--- src/dcmat_pkg.sv ---
// Shared types and constants of the dual-channel moving-average threshold detector.
`timescale 1ns / 1ps

package dcmat_pkg;

    // Width of a mean result and of a threshold register.
    localparam int MEAN_W = 12;
    localparam int THR_W = 12;
    localparam logic [THR_W-1:0] THR_RESET = 12'd250;

    // Result word: mean_a, mean_b, press_a, press_b, padded to whole bytes.
    localparam int OUT_FIELDS_W = 2 * MEAN_W + 2;
    localparam int OUT_DATA_W = ((OUT_FIELDS_W + 7) / 8) * 8;

    // Register port.
    localparam int APB_ADDR_W = 3;
    localparam int APB_DATA_W = 32;

    // Register select, taken from address bit 2.
    localparam logic REG_THRESHOLD_A = 1'b0;
    localparam logic REG_THRESHOLD_B = 1'b1;

    // Load strobes for the two stages behind the running sums.
    typedef struct packed {
        logic load_prod;
        logic load_out;
    } t_stage_ctl;

endpackage

--- src/dcmat_cell.sv ---
// One cell of the sample shift line: holds one sample pair and passes it on.
`timescale 1ns / 1ps

module dcmat_cell #(
    parameter int DATA_W = 24
) (
    input  logic              i_clk,
    input  logic              i_rst_n,
    input  logic              i_shift,
    input  logic [DATA_W-1:0] i_data,
    output logic [DATA_W-1:0] o_data
);

    logic [DATA_W-1:0] r_data;

    always_ff @(posedge i_clk) begin
        if (!i_rst_n) begin
            r_data <= '0;
        end else if (i_shift) begin
            r_data <= i_data;
        end
    end

    assign o_data = r_data;

endmodule

--- src/dcmat_mean.sv ---
// Per-channel lane: divides the running sum by the window length and compares it.
`timescale 1ns / 1ps

module dcmat_mean #(
    parameter int WINDOW      = 50,
    parameter int SAMPLE_BITS = 12
) (
    input  logic                                      i_clk,
    input  dcmat_pkg::t_stage_ctl                     i_ctl,
    input  logic [SAMPLE_BITS+$clog2(WINDOW)-1:0]     i_sum,
    input  logic [dcmat_pkg::THR_W-1:0]               i_threshold,
    output logic [dcmat_pkg::MEAN_W-1:0]              o_mean,
    output logic                                      o_press
);

    import dcmat_pkg::*;

    localparam int SUM_W = SAMPLE_BITS + $clog2(WINDOW);
    localparam int SHIFT = SUM_W + $clog2(WINDOW);
    localparam int RECIP_W = SUM_W + 2;
    localparam int PROD_W = SUM_W + RECIP_W;
    // Rounded-up reciprocal; exact quotient for every sum below 2**SUM_W.
    localparam logic [63:0] RECIP_FULL = ((64'd1 << SHIFT) + 64'(WINDOW) - 64'd1)
                                         / 64'(WINDOW);
    localparam logic [RECIP_W-1:0] RECIP = RECIP_W'(RECIP_FULL);

    logic [PROD_W-1:0]      r_prod;
    logic [SAMPLE_BITS-1:0] w_quot;
    logic [MEAN_W-1:0]      w_mean;
    logic [MEAN_W-1:0]      r_mean;
    logic                   r_press;

    always_ff @(posedge i_clk) begin
        if (i_ctl.load_prod) begin
            r_prod <= PROD_W'(i_sum) * PROD_W'(RECIP);
        end
    end

    assign w_quot = r_prod[SHIFT +: SAMPLE_BITS];
    assign w_mean = MEAN_W'(w_quot);

    always_ff @(posedge i_clk) begin
        if (i_ctl.load_out) begin
            r_mean  <= w_mean;
            r_press <= (w_mean > i_threshold);
        end
    end

    assign o_mean  = r_mean;
    assign o_press = r_press;

endmodule

--- src/dual_channel_moving_average_threshold.sv ---
// Top level of the dual-channel moving-average threshold detector.
`timescale 1ns / 1ps

// Each input word carries one sample of channel A and one of channel B. The pair enters a
// shift line of WINDOW cells that reset clears at once, and two running sums add the new
// sample and drop the one leaving the far end of the line. Each result word gives both
// window means (sum divided by WINDOW, truncated, with not-yet-filled slots counted as
// zero) and a press flag per channel that is set when the mean is strictly above that
// channel's threshold register. One word is taken per clock cycle, set by the single
// add-subtract update of the running sums, unless a low m_axis_tready has filled the stages.
// A word passes the sum registers, the reciprocal product and the scaled, compared output.
// The threshold registers sit at byte addresses 0 (channel A) and 4 (channel B), reset to
// 250; the user must write them only while the block is idle; the block does not enforce it.
module dual_channel_moving_average_threshold #(
    parameter int WINDOW      = 50,
    parameter int SAMPLE_BITS = 12
) (
    input  logic                                  i_clk,
    input  logic                                  i_rst_n,
    input  logic                                  s_axis_tvalid,
    output logic                                  s_axis_tready,
    // sample_a, sample_b
    input  logic [((2*SAMPLE_BITS+7)/8)*8-1:0]    s_axis_tdata,
    output logic                                  m_axis_tvalid,
    input  logic                                  m_axis_tready,
    // mean_a, mean_b, press_a, press_b
    output logic [dcmat_pkg::OUT_DATA_W-1:0]      m_axis_tdata,
    input  logic                                  psel,
    input  logic                                  penable,
    input  logic                                  pwrite,
    input  logic [dcmat_pkg::APB_ADDR_W-1:0]      paddr,
    input  logic [dcmat_pkg::APB_DATA_W-1:0]      pwdata,
    output logic [dcmat_pkg::APB_DATA_W-1:0]      prdata,
    output logic                                  pready
);

    import dcmat_pkg::*;

    localparam int SUM_W = SAMPLE_BITS + $clog2(WINDOW);
    localparam int PAIR_W = 2 * SAMPLE_BITS;
    localparam int PAD_W = OUT_DATA_W - OUT_FIELDS_W;
    localparam logic [SUM_W-1:0] SUM_MAX = SUM_W'(WINDOW * ((1 << SAMPLE_BITS) - 1));

    // Stage valids and readiness.
    logic r_vld_sum;
    logic r_vld_prod;
    logic r_vld_out;
    logic w_rdy_sum;
    logic w_rdy_prod;
    logic w_rdy_out;
    logic w_accept;
    t_stage_ctl w_ctl;

    // Running sums and the shift line.
    logic [SUM_W-1:0]       r_sum_a;
    logic [SUM_W-1:0]       r_sum_b;
    logic [SUM_W-1:0]       n_sum_a;
    logic [SUM_W-1:0]       n_sum_b;
    logic [PAIR_W-1:0]      w_tap [0:WINDOW];
    logic [SAMPLE_BITS-1:0] w_new_a;
    logic [SAMPLE_BITS-1:0] w_new_b;
    logic [SAMPLE_BITS-1:0] w_old_a;
    logic [SAMPLE_BITS-1:0] w_old_b;

    // Configuration.
    logic [THR_W-1:0] r_thr_a;
    logic [THR_W-1:0] r_thr_b;
    logic             w_cfg_wr;

    // Lane results.
    logic [MEAN_W-1:0] w_mean_a;
    logic [MEAN_W-1:0] w_mean_b;
    logic              w_press_a;
    logic              w_press_b;

    // A stage may load when it is empty or its word moves on in this cycle.
    assign w_rdy_out  = !r_vld_out || m_axis_tready;
    assign w_rdy_prod = !r_vld_prod || w_rdy_out;
    assign w_rdy_sum  = !r_vld_sum || w_rdy_prod;
    assign s_axis_tready = w_rdy_sum;
    assign w_accept = s_axis_tvalid && w_rdy_sum;

    assign w_ctl.load_prod = w_rdy_prod;
    assign w_ctl.load_out  = w_rdy_out;

    always_ff @(posedge i_clk) begin
        if (!i_rst_n) begin
            r_vld_sum  <= 1'b0;
            r_vld_prod <= 1'b0;
            r_vld_out  <= 1'b0;
        end else begin
            if (w_rdy_sum) begin
                r_vld_sum <= s_axis_tvalid;
            end
            if (w_rdy_prod) begin
                r_vld_prod <= r_vld_sum;
            end
            if (w_rdy_out) begin
                r_vld_out <= r_vld_prod;
            end
        end
    end

    assign w_tap[0] = s_axis_tdata[PAIR_W-1:0];

    genvar g;
    generate
        for (g = 0; g < WINDOW; g++) begin : g_cell
            dcmat_cell #(
                .DATA_W (PAIR_W)
            ) u_cell (
                .i_clk   (i_clk),
                .i_rst_n (i_rst_n),
                .i_shift (w_accept),
                .i_data  (w_tap[g]),
                .o_data  (w_tap[g+1])
            );
        end
    endgenerate

    assign w_new_a = w_tap[0][SAMPLE_BITS-1:0];
    assign w_new_b = w_tap[0][PAIR_W-1:SAMPLE_BITS];
    assign w_old_a = w_tap[WINDOW][SAMPLE_BITS-1:0];
    assign w_old_b = w_tap[WINDOW][PAIR_W-1:SAMPLE_BITS];

    // The true sum always fits, so wrapping intermediate arithmetic is harmless.
    assign n_sum_a = r_sum_a - SUM_W'(w_old_a) + SUM_W'(w_new_a);
    assign n_sum_b = r_sum_b - SUM_W'(w_old_b) + SUM_W'(w_new_b);

    always_ff @(posedge i_clk) begin
        if (!i_rst_n) begin
            r_sum_a <= '0;
            r_sum_b <= '0;
        end else if (w_accept) begin
            r_sum_a <= n_sum_a;
            r_sum_b <= n_sum_b;
        end
    end

    dcmat_mean #(
        .WINDOW      (WINDOW),
        .SAMPLE_BITS (SAMPLE_BITS)
    ) u_mean_a (
        .i_clk       (i_clk),
        .i_ctl       (w_ctl),
        .i_sum       (r_sum_a),
        .i_threshold (r_thr_a),
        .o_mean      (w_mean_a),
        .o_press     (w_press_a)
    );

    dcmat_mean #(
        .WINDOW      (WINDOW),
        .SAMPLE_BITS (SAMPLE_BITS)
    ) u_mean_b (
        .i_clk       (i_clk),
        .i_ctl       (w_ctl),
        .i_sum       (r_sum_b),
        .i_threshold (r_thr_b),
        .o_mean      (w_mean_b),
        .o_press     (w_press_b)
    );

    assign m_axis_tvalid = r_vld_out;
    assign m_axis_tdata  = {PAD_W'(0), w_press_b, w_press_a, w_mean_b, w_mean_a};

    // Register port; the word address comes from bit 2.
    assign pready   = 1'b1;
    assign w_cfg_wr = psel && penable && pwrite && pready;

    always_ff @(posedge i_clk) begin
        if (!i_rst_n) begin
            r_thr_a <= THR_RESET;
            r_thr_b <= THR_RESET;
        end else if (w_cfg_wr) begin
            if (paddr[2] == REG_THRESHOLD_A) begin
                r_thr_a <= pwdata[THR_W-1:0];
            end else begin
                r_thr_b <= pwdata[THR_W-1:0];
            end
        end
    end

    always_comb begin
        if (paddr[2] == REG_THRESHOLD_A) begin
            prdata = APB_DATA_W'(r_thr_a);
        end else begin
            prdata = APB_DATA_W'(r_thr_b);
        end
    end

    a_accept_fills_sum: assert property (@(posedge i_clk) disable iff (!i_rst_n)
        w_accept |=> r_vld_sum)
        else $error("accepted word did not reach the sum stage");

    a_sum_bound: assert property (@(posedge i_clk) disable iff (!i_rst_n)
        (r_sum_a <= SUM_MAX) && (r_sum_b <= SUM_MAX))
        else $error("running sum exceeds the window maximum");

    a_prod_to_out: assert property (@(posedge i_clk) disable iff (!i_rst_n)
        (r_vld_prod && w_rdy_out) |=> r_vld_out)
        else $error("product stage word lost before the output register");

    a_ready_when_out_free: assert property (@(posedge i_clk) disable iff (!i_rst_n)
        !r_vld_out |-> s_axis_tready)
        else $error("input stalled although the output register is free");

endmodule
--- config.mk ---
export PLATFORM = sky130hd
export DESIGN_NAME = dual_channel_moving_average_threshold
export DESIGN_NICKNAME = d
export VERILOG_FILES = /design/src/dcmat_pkg.sv /design/src/dcmat_cell.sv /design/src/dcmat_mean.sv /design/src/dual_channel_moving_average_threshold.sv
export SDC_FILE = /design/constraint.sdc
export NUM_CORES = 2
export LEC_CHECK = 0
export ABC_AREA = 1
export BUFFER_PORTS_ARGS = -buffer_cell sky130_fd_sc_hd__buf_4
export CAP_MARGIN = 20
export CORE_AREA = 8 8 342 344
export CTS_CLUSTER_DIAMETER = 100
export DETAILED_ROUTE_END_ITERATION = 12
export DIE_AREA = 0 0 350 352
export PLACE_DENSITY = 0.76
export SETUP_SLACK_MARGIN = 0.3
export SYNTH_ARGS = -nofsm -noshare
export SYNTH_HDL_FRONTEND = slang
export SYNTH_SLANG_ARGS = --single-unit
export TNS_END_PERCENT = 10
--- constraint.sdc ---
create_clock -name i_clk -period 8.3 [get_ports i_clk]
set_input_delay 1.66 -clock i_clk [delete_from_list [all_inputs] [get_ports i_clk]]
set_output_delay 1.66 -clock i_clk [all_outputs]
set_load 0.05 [all_outputs]
==> flow_summary.yaml <==
placement:
  preCtsSetupSlack_ns: 2.74
  port_buffers: 83
  place_congestion: 0.882
  dp.cells: 8865
  post-dp-hpwl_mm: 79.1
sta:
  fmax_mhz: 180
  final_hold_viol_count: 0
  worst_slew_pin_slew_ns: 1.01
  fin_tns_setup_ns: 0
  fin_ws_ns: 2.73
  post-route-period-util: 0.671
  slew-limit-headroom: 0.327
  finalClockSkew_ns: 0.0208
  layout_min_cycle_time_ns: 5.57
  setup_viol: 0
  drv_slew: 0
  rsz0062_at_grt: "false"
synth:
  yosysSeqAreaShare: 0.440
  synth_top_area_cell: "dfxtp_1"
  ys_types: 37
  synth_edf_count: 50
  yosysMostFrequentCell: "nor2_1"
  synth_area_um2: 60900
  yosys.area.top_type_share: 0.415
  async_flop_share: 0
  postSynthAreaPerCell_um2: 7.93
  postSynthCellCount: 7678
  ys_seq_elements: 1313
  yosys_warnings: 0
  ys.flop_type: "dfxtp_1"
  synth_area_leaders: "dfxtp_1, nor2_1, o21ai_0"
  yosys-top-cells-count: "nor2_1, dfxtp_1, o21ai_0, inv_1, nand2_1"
floorplan:
  die_y_um: 352
  core_area_um2: 112000
  fp-row-count: 123
  start_util: 0.546
  die_area_um2: 123000
  fp.dieW_um: 350
  ioPinCount: 133
clock_network:
  cts_resized: 0
  cts_buffer_depth: 3
  cts.reportedPaths.clkPinSlew_ns: 0.07
  cts_setup_buffers: 0
  cts_made_buffers: 133
  cts.sinks: 1313
  clkLatencyLatePin_ns: 0.74
  cts_root_buf: "clkbuf_16"
  cts_tree: "built"
  ctsHoldBuffers: 0
  htreeDepth: 4
cells_and_area:
  fillers: 9919
  n_antenna_cell: 0
  area_delta_synth_final_pct: 8.55
  regArea_um2: 26800
  instances_no_fill: 9103
  drive_gt1_frac: 0.0430
  nets: 8183
  multi_input_comb_area_um2: 29300
worst_setup_path:
  worstSetupPathType: "reg2reg"
  cp-start-kind: "flip-flop"
  r2r_slack_ns: 2.73
  required_ns: 8.79
  reg2reg_depth: 19
  worstReg2RegStart: "r_sum_a[9]"
  critPathCaptureType: "flip-flop"
  path_max_fanout: 8
  timing.rr.end: "u_mean_a.r_prod[31]"
  critPathArrivalTime_ns: 6.06
min_path:
  hold_class: "reg2reg"
  min_path_cells: 0
  min-delay-start: "u_mean_a.r_prod[33]"
  holdPathEnd: "u_mean_a.o_mean[9]"
global_route:
  grt_max_degree: 281
  grt_use_total: 0.192
  first_global_vias: 42800
  antenna_found_initial: 0
  grt-ovfl-total: 0
  grt_pass1_wl_mm: 205
drt:
  drc: 0
  route.vias.total: 46400
  highest_layer: "met4"
  drt-initial-drc-count: 3358
  wl_per_cell_um: 13.3
  wl_met3_mm: 4.84
  ant_nets: 0
  routed_wl_mm: 121
  wl_met1_mm: 57.5
  dr.pass1.iters: 8
  avgViaCountPerCell: 5.10
  wl_met2_mm: 55.7
flow_run:
  max_cap_violations: 0
status:
  status: "complete, no violations"
## layer usage
layer	track usage	up-vias
li1	-	23800
met3	0.0304	186
met5	0	-
met1	0.269	21700
met4	0.0577	0
met2	0.306	666
## through the flow
stage	util	area, um2	hold WS [ns]
2_1_floorplan	-	61000	0.426
3_3_place_gp	0.552	61600	0.440
3_5_place_dp	0.552	61600	0.448
4_1_cts	0.592	66100	0.461
5_1_grt	0.593	66100	0.472
6_report	0.593	66100	0.459
## worst max path at each step
stage	cells past startpoint	start	end	slack, ns
final	19	r_sum_a[9]	u_mean_a.r_prod[31]	2.73
after global routing	18	r_sum_b[9]	u_mean_b.r_prod[33]	2.41
after CTS	21	r_sum_a[7]	u_mean_a.r_prod[32]	2.74
after detailed placement	21	r_sum_a[7]	u_mean_a.r_prod[32]	2.74
after global placement	19	r_sum_a[10]	u_mean_a.r_prod[31]	2.77
after floorplan	20	r_sum_b[15]	u_mean_b.r_prod[33]	3.42
## critical path, stage by stage (launching register included)
cell and delay [ns]:
dfxtp_1 0.69, fa_1 0.57, fa_1 0.51, fa_1 0.60, fa_1 0.46, fa_1 0.49
inv_1 0.05, fa_1 0.50, inv_1 0.05, ha_1 0.29, nand2_1 0.10, nand2_1 0.05
nand2_1 0.05, nand3_1 0.07, a21oi_1 0.34, nand2_1 0.10, a21oi_1 0.20, nand2_1 0.08
nand2_1 0.06, nand2_1 0.05
## flip-flops by register name, indices dropped and copies added, names as in the netlist
name                  flops
g_cell.u_cell.o_data   1200
r_sum_a                  18
r_sum_b                  18
r_thr_a                  12
r_thr_b                  12
u_mean_a.o_mean          12
u_mean_a.r_prod          12
u_mean_b.o_mean          12
u_mean_b.r_prod          12
m_axis_tvalid             1
r_vld_prod                1
r_vld_sum                 1
u_mean_a.o_press          1
u_mean_b.o_press          1
## cells by family (layout without fill, tap and decap cells)
| kind of cell | Yosys count | count (layout) | share of synthesized area |
|---|---|---|---|
| other | 2 | 27 | 0.000123 |
| and+or+nand+nor | 3058 | 3058 | 0.192 |
| buffers and inverters | 1142 | 1042 | 0.0806 |
| AOI/OAI and AO/OA | 1537 | 1537 | 0.128 |
| adders and majority gates | 616 | 616 | 0.158 |
| DFF | 1313 | 1313 | 0.440 |
| xor gates and xnor gates | 10 | 10 | 0.00144 |
## layout by cell type, fill, tap and decap left out, types with 50 or more instances in the layout
cell type  instances
a21oi_1          181
buf_4             96
nor2_1          2497
fa_1             256
o21ai_1          222
nand3_1           81
o21ai_0         1090
nand2_1          429
inv_1            691
dfxtp_1         1263
ha_1             360
edfxtp_1          50
clkbuf_16        133
## layout make-up
| cell class | instances | area share |
|---|---|---|
| Clock buffer | 191 | 0.0577 |
| Timing Repair Buffer | 112 | 0.0158 |
| Multi-Input combinational cell | 5248 | 0.443 |
| Tap cell | 1500 | 0.0284 |
| Inverter | 693 | 0.0395 |
| Sequential cell | 1313 | 0.405 |
| Clock inverter | 46 | 0.0101 |
Power is not shown: default switching activity piles up to over one toggle a cycle in this logic, so the estimate is an artifact.
